<file path="src/sv/assert_macros.svh">
// assertion helpers included by the key expansion rtl
`ifndef ASSERT_MACROS_SVH
`define ASSERT_MACROS_SVH

// property checked on every rising clk edge outside reset
`define AKX_ASSERT(label, prop, msg) \
	label: assert property (@(posedge clk) disable iff (!arst_n) (prop)) else $error(msg);

// overlapping implication checked outside reset
`define AKX_ASSERT_IMP(label, ante, cons, msg) \
	label: assert property (@(posedge clk) disable iff (!arst_n) (ante) |-> (cons)) \
		else $error(msg);

// next-cycle implication checked outside reset
`define AKX_ASSERT_NEXT(label, ante, cons, msg) \
	label: assert property (@(posedge clk) disable iff (!arst_n) (ante) |=> (cons)) \
		else $error(msg);

`endif

</file>
<file path="src/sv/akx_pkg.sv">
package akx_pkg;

	typedef logic [31:0] word_t;
	typedef logic [3:0] round_t;

	localparam int WordCount = 4;
	localparam round_t LAST_ROUND = 4'd10;

	// aes forward s-box
	localparam logic [7:0] SBOX [0:255] = '{
		8'h63,8'h7C,8'h77,8'h7B,8'hF2,8'h6B,8'h6F,8'hC5,8'h30,8'h01,8'h67,8'h2B,8'hFE,8'hD7,8'hAB,8'h76,
		8'hCA,8'h82,8'hC9,8'h7D,8'hFA,8'h59,8'h47,8'hF0,8'hAD,8'hD4,8'hA2,8'hAF,8'h9C,8'hA4,8'h72,8'hC0,
		8'hB7,8'hFD,8'h93,8'h26,8'h36,8'h3F,8'hF7,8'hCC,8'h34,8'hA5,8'hE5,8'hF1,8'h71,8'hD8,8'h31,8'h15,
		8'h04,8'hC7,8'h23,8'hC3,8'h18,8'h96,8'h05,8'h9A,8'h07,8'h12,8'h80,8'hE2,8'hEB,8'h27,8'hB2,8'h75,
		8'h09,8'h83,8'h2C,8'h1A,8'h1B,8'h6E,8'h5A,8'hA0,8'h52,8'h3B,8'hD6,8'hB3,8'h29,8'hE3,8'h2F,8'h84,
		8'h53,8'hD1,8'h00,8'hED,8'h20,8'hFC,8'hB1,8'h5B,8'h6A,8'hCB,8'hBE,8'h39,8'h4A,8'h4C,8'h58,8'hCF,
		8'hD0,8'hEF,8'hAA,8'hFB,8'h43,8'h4D,8'h33,8'h85,8'h45,8'hF9,8'h02,8'h7F,8'h50,8'h3C,8'h9F,8'hA8,
		8'h51,8'hA3,8'h40,8'h8F,8'h92,8'h9D,8'h38,8'hF5,8'hBC,8'hB6,8'hDA,8'h21,8'h10,8'hFF,8'hF3,8'hD2,
		8'hCD,8'h0C,8'h13,8'hEC,8'h5F,8'h97,8'h44,8'h17,8'hC4,8'hA7,8'h7E,8'h3D,8'h64,8'h5D,8'h19,8'h73,
		8'h60,8'h81,8'h4F,8'hDC,8'h22,8'h2A,8'h90,8'h88,8'h46,8'hEE,8'hB8,8'h14,8'hDE,8'h5E,8'h0B,8'hDB,
		8'hE0,8'h32,8'h3A,8'h0A,8'h49,8'h06,8'h24,8'h5C,8'hC2,8'hD3,8'hAC,8'h62,8'h91,8'h95,8'hE4,8'h79,
		8'hE7,8'hC8,8'h37,8'h6D,8'h8D,8'hD5,8'h4E,8'hA9,8'h6C,8'h56,8'hF4,8'hEA,8'h65,8'h7A,8'hAE,8'h08,
		8'hBA,8'h78,8'h25,8'h2E,8'h1C,8'hA6,8'hB4,8'hC6,8'hE8,8'hDD,8'h74,8'h1F,8'h4B,8'hBD,8'h8B,8'h8A,
		8'h70,8'h3E,8'hB5,8'h66,8'h48,8'h03,8'hF6,8'h0E,8'h61,8'h35,8'h57,8'hB9,8'h86,8'hC1,8'h1D,8'h9E,
		8'hE1,8'hF8,8'h98,8'h11,8'h69,8'hD9,8'h8E,8'h94,8'h9B,8'h1E,8'h87,8'hE9,8'hCE,8'h55,8'h28,8'hDF,
		8'h8C,8'hA1,8'h89,8'h0D,8'hBF,8'hE6,8'h42,8'h68,8'h41,8'h99,8'h2D,8'h0F,8'hB0,8'h54,8'hBB,8'h16
	};

	// round constant used to build the round after round idx
	function automatic logic [7:0] rcon(input round_t idx);
		logic [7:0] r;
		case (idx)
			4'd0: r = 8'h01;
			4'd1: r = 8'h02;
			4'd2: r = 8'h04;
			4'd3: r = 8'h08;
			4'd4: r = 8'h10;
			4'd5: r = 8'h20;
			4'd6: r = 8'h40;
			4'd7: r = 8'h80;
			4'd8: r = 8'h1b;
			4'd9: r = 8'h36;
			default: r = 8'h00;
		endcase
		return r;
	endfunction

endpackage

</file>
<file path="src/sv/akx_sub_word.sv">
module akx_sub_word (
	input  akx_pkg::word_t  word,
	input  akx_pkg::round_t round_idx,
	output akx_pkg::word_t  mixed
);
	import akx_pkg::*;

	word_t rot;
	word_t sub;

	// rotate left one byte, then s-box each byte
	always_comb begin
		rot = {word[23:0], word[31:24]};
		for (int b = 0; b < 4; b++) begin
			sub[8*b +: 8] = SBOX[rot[8*b +: 8]];
		end
	end

	// round constant into the top byte
	assign mixed = sub ^ {rcon(round_idx), 24'h000000};

endmodule

</file>
<file path="src/sv/akx_word_cell.sv">
module akx_word_cell (
	input  logic           clk,
	input  logic           load,
	input  akx_pkg::word_t load_word,
	input  logic           step,
	input  akx_pkg::word_t prev_word,
	output akx_pkg::word_t word,
	output akx_pkg::word_t next_word
);
	import akx_pkg::*;

	word_t word_q;

	// this word of the next round, chained from the left neighbor
	assign next_word = word_q ^ prev_word;
	assign word = word_q;

	// hold one word of the current round key
	always_ff @(posedge clk) begin
		if (load) begin
			word_q <= load_word;
		end else if (step) begin
			word_q <= next_word;
		end
	end

endmodule

</file>
<file path="src/sv/aes128_key_expansion.sv">
// AES-128 key expansion. Each accepted key request yields eleven round keys, round 0 (the
// key itself) first, one per cycle while round_key_ready stays high; last_round marks
// round 10. Four word cells hold the current round key and step it to the next round each
// time a round key moves into the output register, so a key occupies the block until its
// round 10 leaves the cells, and the next key is accepted in that same cycle; a new key is
// never taken while an earlier one is still being expanded. The output register decouples the
// two sides, so round_key_ready only gates the steps and never drops a round key.
module aes128_key_expansion (
	input  logic                clk,
	input  logic                arst_n,
	input  logic                key_valid,
	output logic                key_ready,
	input  logic [63:0]         key_high,
	input  logic [63:0]         key_low,
	output logic                round_key_valid,
	input  logic                round_key_ready,
	output logic [63:0]         round_key_high,
	output logic [63:0]         round_key_low,
	output akx_pkg::round_t     round_number,
	output logic                last_round
);
	import akx_pkg::*;
	`include "assert_macros.svh"

	logic   busy_q;
	round_t rnd_q;
	logic   out_valid_q;
	logic   move;
	logic   accept;
	logic   at_last;
	word_t  mix;
	word_t  cur_word  [WordCount];
	word_t  next_word [WordCount];
	word_t  prev_word [WordCount];
	word_t  load_word [WordCount];

	// handshake control
	assign at_last   = (rnd_q == LAST_ROUND);
	assign move      = busy_q && (!out_valid_q || round_key_ready);
	assign key_ready = !busy_q || (move && at_last);
	assign accept    = key_valid && key_ready;

	assign load_word[0] = key_high[63:32];
	assign load_word[1] = key_high[31:0];
	assign load_word[2] = key_low[63:32];
	assign load_word[3] = key_low[31:0];

	// rotword, subword and round constant on the last word
	akx_sub_word u_sub (
		.word      (cur_word[WordCount-1]),
		.round_idx (rnd_q),
		.mixed     (mix)
	);

	// row of word cells, each xor-chained from its left neighbor
	assign prev_word[0] = mix;
	for (genvar k = 0; k < WordCount; k++) begin : g_cell
		if (k > 0) begin : g_link
			assign prev_word[k] = next_word[k-1];
		end
		akx_word_cell u_cell (
			.clk       (clk),
			.load      (accept),
			.load_word (load_word[k]),
			.step      (move),
			.prev_word (prev_word[k]),
			.word      (cur_word[k]),
			.next_word (next_word[k])
		);
	end

	// round counter and busy flag
	always_ff @(posedge clk or negedge arst_n) begin
		if (!arst_n) begin
			busy_q <= 1'b0;
			rnd_q  <= '0;
		end else if (accept) begin
			busy_q <= 1'b1;
			rnd_q  <= '0;
		end else if (move) begin
			if (at_last) begin
				busy_q <= 1'b0;
			end else begin
				rnd_q <= 4'(rnd_q + 4'd1);
			end
		end
	end

	// output register valid
	always_ff @(posedge clk or negedge arst_n) begin
		if (!arst_n) begin
			out_valid_q <= 1'b0;
		end else if (move) begin
			out_valid_q <= 1'b1;
		end else if (round_key_ready) begin
			out_valid_q <= 1'b0;
		end
	end

	// output register payload
	always_ff @(posedge clk) begin
		if (move) begin
			round_key_high <= {cur_word[0], cur_word[1]};
			round_key_low  <= {cur_word[2], cur_word[3]};
			round_number   <= rnd_q;
			last_round     <= at_last;
		end
	end

	assign round_key_valid = out_valid_q;

	`AKX_ASSERT_IMP(a_last_flag, round_key_valid, last_round == (round_number == LAST_ROUND), "last_round disagrees with round_number")
	`AKX_ASSERT_NEXT(a_accept_starts, accept, busy_q && rnd_q == 4'd0, "accepted key did not start at round 0")
	`AKX_ASSERT_IMP(a_rnd_range, busy_q, rnd_q <= LAST_ROUND, "round counter out of range")
	`AKX_ASSERT_NEXT(a_done_frees, move && at_last && !accept, !busy_q, "block stayed busy after round 10")

endmodule
</file>
<file path="config.mk">
export PLATFORM = sky130hd
export DESIGN_NAME = aes128_key_expansion
export DESIGN_NICKNAME = d
export VERILOG_FILES = /design/src/sv/akx_pkg.sv /design/src/sv/akx_sub_word.sv /design/src/sv/akx_word_cell.sv /design/src/sv/aes128_key_expansion.sv
export VERILOG_INCLUDE_DIRS = /design/src /design/src/sv
export SDC_FILE = /design/constraint.sdc
export NUM_CORES = 1
export LEC_CHECK = 0
export BUFFER_PORTS_ARGS = -buffer_cell sky130_fd_sc_hd__clkbuf_2
export CORE_AREA = 2 2 278 280
export DETAILED_ROUTE_END_ITERATION = 16
export DIE_AREA = 0 0 280 282
export PLACE_DENSITY_LB_ADDON = 0.2
export SETUP_SLACK_MARGIN = 0.5
export SLEW_MARGIN = 20
export SYNTH_ARGS = -nofsm -noshare
export SYNTH_HDL_FRONTEND = slang
export SYNTH_SLANG_ARGS = --single-unit
</file>
<file path="constraint.sdc">
create_clock -name clk -period 7.3 [get_ports clk]
set_clock_uncertainty 0.15 [all_clocks]
set_input_delay 1.095 -clock clk [delete_from_list [all_inputs] [get_ports clk]]
set_output_delay 1.095 -clock clk [all_outputs]
set_load 0.02 [all_outputs]
</file>
### Yosys cells after proc, flatten, opt, wreduce, memory -nomap -nowiden

Memories as Yosys holds them, arrays and structs flattened.
Index checks and enable logic that the tools add are counted.

| word-level totals | value |
|---|---|
| bits in registers | 267 |
| input bits | 132 |
| output and inout bits | 135 |
| logic and storage cells | 68 |
| memories | 5 |
| bits in read-only memories | 8320 |

Memory list:

| memory | depth | width | rd ports | clocked after memory_dff | wr ports | line | source |
|---|---|---|---|---|---|---|---|
| (name not given) | 256 | 8 | 1 | 0 | 0 | akx_sub_word.sv:15 | `sub[8*b +: 8] = SBOX[rot[8*b +: 8]];` |
| (name not given) | 256 | 8 | 1 | 0 | 0 | akx_sub_word.sv:15 |  |
| (name not given) | 256 | 8 | 1 | 0 | 0 | akx_sub_word.sv:15 |  |
| (name not given) | 256 | 8 | 1 | 0 | 0 | akx_sub_word.sv:15 |  |
| (name not given) | 16 | 8 | 1 | 0 | 0 | akx_pkg.sv:32 | `case (idx)` |

| cells by class | value |
|---|---|
| $add $sub $neg | 1 |
| equal/unequal tests | 2 |
| order comparisons | 4 |
| multiplexer cells | 24 |
| bitwise gates (word level) | 9 |
| reductions and logical operators | 12 |

Operators with widths:

| kind | number |
|---|---|
| 32-bit 2-to-1 mux | 8 |
| 32-bit XOR | 5 |
| 8-bit 2-to-1 mux | 8 |
| 9-bit greater-or-equal comparator (second input constant) | 4 |
| 8-bit inverter with 9-bit output | 4 |
| 4-bit 2-to-1 mux | 3 |
| 2-bit nonzero test | 3 |
| 1-bit 2-to-1 mux | 5 |
| 4-bit by 1-bit adder with 4-bit output (second input constant) | 1 |
| 4-bit equality test (second input constant) | 1 |
| 2-bit AND reduction | 2 |
| 1-bit logical AND | 3 |
| 1-bit zero test | 2 |
| 1-bit logical OR | 2 |
| 2-bit inequality test (second input constant) | 1 |

### Logic depth before layout (Yosys ltp)

| logic depth | value |
|---|---|
| depth in word-level cells | 11 |
| gate-level depth with buffers | 15 |
| gate-level depth less buffers | 11 |

### By module

Synthesis repeated with hierarchy kept, for this count alone.

| second synthesis, totals | value |
|---|---|
| cells, all modules | 2726 |
| area, all modules | 25539.5 sq um |

By module, submodules not included:

| module | times used | cells an instance | seq. area each (sq um) | area each (sq um) |
|---|---|---|---|---|
| akx_sub_word | 1 | 2153 | 0.0 | 14027.2 |
| akx_word_cell | 4 | 101 | 960.9 | 1788.0 |
| aes128_key_expansion | 1 | 169 | 4144.0 | 4360.4 |

### Worst setup path before layout

No wires, ideal clock.

| timing | value |
|---|---|
| path type | input-to-reg |
| start point | in round_key_ready |
| end point | reg g_cell[0].u_cell.word_q[0], enable pin |
| setup time | 0.433 ns |
| stages on the path | 3 |
| data arrival time | 6.292 ns |
| path buffers | 0 |
| data required time | 6.717 ns |
| path slack | 0.425 ns |
| path through | nand2b_1 -> and2_1 -> or2_2 |

| on the way | value |
|---|---|
| word-level cells in the longest chain between the ends | 6 |

Ends and longest elaborated chain:

| element | line | source |
|---|---|---|
| start: declaration | aes128_key_expansion.sv:16 | `input logic round_key_ready,` |
| 1-bit logical OR (*) | aes128_key_expansion.sv:39 | `assign move = busy_q && (!out_valid_q \|\| round_key_ready);` |
| 1-bit logical AND (*) | aes128_key_expansion.sv:39 |  |
| via g_cell[0].u_cell.step | akx_word_cell.sv:5 | `input logic step,` |
| 1-bit logical AND | aes128_key_expansion.sv:40 | `assign key_ready = !busy_q \|\| (move && at_last);` |
| 1-bit logical OR | aes128_key_expansion.sv:40 |  |
| 1-bit logical AND | aes128_key_expansion.sv:41 | `assign accept = key_valid && key_ready;` |
| 2-bit nonzero test (no source line) (*) | - |  |
| end signal: assignment | akx_word_cell.sv:21 | `word_q <= load_word;` |
| end signal: assignment | akx_word_cell.sv:23 | `word_q <= next_word;` |
| end: declaration | akx_word_cell.sv:12 | `word_t word_q;` |

Mark *: on every way through the listed nets, which the timed path passes. The rest lies on a longest branch.
A chain may end at the register's enable or synchronous reset.

### Worst setup path after layout

| timing | value |
|---|---|
| start point | reg g_cell[3].u_cell.word_q[8] |
| end point | reg g_cell[3].u_cell.word_q[16], data pin |

| on the way | value |
|---|---|
| word-level cells in the longest chain between the ends | 11 |

Ends and longest elaborated chain:

| element | line | source |
|---|---|---|
| start: declaration | akx_word_cell.sv:12 |  |
| start signal: assignment | akx_word_cell.sv:21 |  |
| start signal: assignment | akx_word_cell.sv:23 |  |
| 8-bit inverter with 9-bit output (implied by the code) | akx_sub_word.sv:15 |  |
| memory 256 x 8 bit | - |  |
| 8-bit 2-to-1 mux (implied by the code) (2 in series) | akx_sub_word.sv:15 |  |
| 32-bit XOR | akx_sub_word.sv:20 | `assign mixed = sub ^ {rcon(round_idx), 24'h000000};` |
| 32-bit XOR (4 in series) | akx_word_cell.sv:15 | `assign next_word = word_q ^ prev_word;` |
| 32-bit 2-to-1 mux | akx_word_cell.sv:22 | `end else if (step) begin` |
| 32-bit 2-to-1 mux | akx_word_cell.sv:20 | `if (load) begin` |

Every way passes these cells. The select of a mux whose other input is x is not followed.

==> reports/results.ini <==
[hold_path]
hp-class = in2async

[drt]
wl_per_cell_um = 27.0
vias = 26600
drtIter0Drc = 4391
routed_wirelength_um = 111000
via_per_inst = 6.46
drc = 0
antenna_left = 0
drt_pass1_iterations = 7

[synthesis]
yosys_register_bits = 267
synth_mux_area_frac = 0.0555
netlist-cell-type-count = 107
synth.area.top_cells = edfxtp_1 (30%), a21oi_1 (4.2%), o21ai_0 (3.8%)
synthSimpleGateAreaFrac = 0.213
yosys.area.top_type = edfxtp_1
ys.flop_type = edfxtp_1
yosysWarnings = 0
synth_top_area_share = 0.297
yosysMostFrequentCell = nor2_1
syn_nets = 3276
synthAdderAreaFrac = 0.0307
yosysSeqAreaShare = 0.303
syn_avg_cell_area_um2 = 8.55
ys_top_cells_by_count = nor2_1 (263), edfxtp_1 (261), nand2_1 (247), a21oi_1 (221), o21ai_0 (202)
async_flop_share = 0.0225
synth_edf_count = 261
synth_top_family_by_area = compound AO/OA/AOI/OAI gates
postSynthCellCount = 3080
netlist_area_um2 = 26300
synthXorXnorAreaFrac = 0.0703
synth_compound_area_frac = 0.258

[die]
dieHeight_um = 282
ios = 267
core_um2 = 75700
die-area_um2 = 79000
die_x_um = 280
start_util = 0.348
core.rowCount = 101

[sta]
relSlewSlack = 0.299
max_freq_ghz = 0.202
min_period_ns = 4.95
finalHoldViolations = 0
rsz0062_at_grt = no
worst_slew_pin_slew_ns = 1.04
setup_tns_ns = 0
setup_viol = 0
maxSlewViolCount = 0
finalHoldWorstSlack_ns = 0.228
finalCritPeriodShare = 0.678

[clock_network]
clock_latency_ns = 0.56
post_cts_buffers = 0
htreeDepth = 2
cts_sinks = 267
clk_path_buf_depth = 3
clkTransAtPathRegs_ns = 0.06
cts_root_buf = clkbuf_16
cts_inserted_buffers = 36
holdBufCountCts = 0
post_cts_resized = 0
tritoncts = built

[grt]
grt_remaining_overflow = 0
track_usage = 0.271
antenna_found_initial = 6
grt_pass1_wl_um = 164000
first_global_vias = 24300
grt_max_degree = 144

[place]
port_buffers = 266
routabilityCongestion = 1.01
dpl.cell_count = 4060
dp_hpwl_um = 75800

[critical_path]
critPathTopFamily = simple AND/OR/NAND/NOR gates
worstPathArrival_ns = 5.08
worstSetupPathType = reg2reg
slowest_stage = ha_1
max_stage_delay_ns = 0.93
crit_buf_inv = 2
worstPathCellList = buf_4 -> clkinv_1 -> ha_1 -> and2_0 -> o31ai_1 -> nor3_1 -> or4_1 -> nand4b_1 -> nor3b_2 -> xnor3_1 -> xnor2_1 -> a21oi_1
cp-end-kind = flip-flop
cp.required_ns = 7.43
start_kind = flip-flop
path_max_fanout = 31

[final_layout]
seq_area_um2 = 7990
multiInputGateArea_um2 = 16500
fin_cells = 4125
syn_to_final_growth_pct = 9.78
fin_nets = 3316
fill_cells = 7703
drive_above_1_share = 0.156

[flow_run]
drv_cap = 0

[status]
status = completed

## layout by cell type (no fill, tap or decap), drive strengths merged, types with 50 or more instances in the layout
master,netlist,layout
o21ai,209,209
nand2,250,250
buf,190,53
nand2b,113,113
edfxtp,261,261
clkbuf,127,312
mux2i,50,50
nand3,97,97
ha,63,63
a211oi,62,62
a31oi,52,52
xor2,56,56
a21oi,221,221
nor2b,92,92
nor2,263,263
xnor2,94,94
nor3,105,105
## layer usage
layer / routed length (um) / global-route usage
met5: 23 / 0
met4: 4900 / 0.0998
met3: 12300 / 0.0617
met2: 47100 / 0.397
met1: 46900 / 0.385
## final cells by class
type	count	share of cell area
well taps	978	0.0423
diodes	3	0.000260
inverters	51	0.00662
multi-input cells	2445	0.572
repair buffers	319	0.0624
flip-flops and latches	267	0.276
clock inverters	16	0.00619
clock buffers	46	0.0339
## final timing paths
check,start,to,slack [ns],depth (start not counted)
max reg2reg,g_cell[3].u_cell.word[8],g_cell[3].u_cell.word[16],2.35,12
max,g_cell[3].u_cell.word[8],g_cell[3].u_cell.word[16],2.35,12
max in group asynchronous,arst_n,rnd_q[1],6.60,1
min in group clk,g_cell[1].u_cell.word[24],round_key_high[24],0.32,0
min,arst_n,round_key_valid,0.23,1
min reg2reg,g_cell[1].u_cell.word[24],round_key_high[24],0.32,0
## state kept, by name (all words and copies together), names as in the netlist
register and flops:
round_key_valid 1, round_number 4, rnd_q 4, g_cell.u_cell.word 128, round_key_high 64, round_key_low 64, last_round 1, busy_q 1
## metrics by stage
step            util  instance area (um^2)  setup WS [ns]
2_1_floorplan      -                 26300           1.98
3_3_place_gp   0.367                 27800           2.30
3_5_place_dp   0.367                 27800           2.39
4_1_cts        0.382                 28900           2.34
5_1_grt        0.382                 28900           2.08
6_report       0.382                 28900           2.35
## logic make-up after synthesis
group                      Yosys count
muxes                              103
and+or+nand+nor                   1119
AOI/OAI and AO/OA                  988
DFF                                267
adders and majority gates           64
xor gates and xnor gates           171
buffers and inverters              368
Power is not shown: default switching activity piles up to over one toggle a cycle in this logic, so the estimate is an artifact.
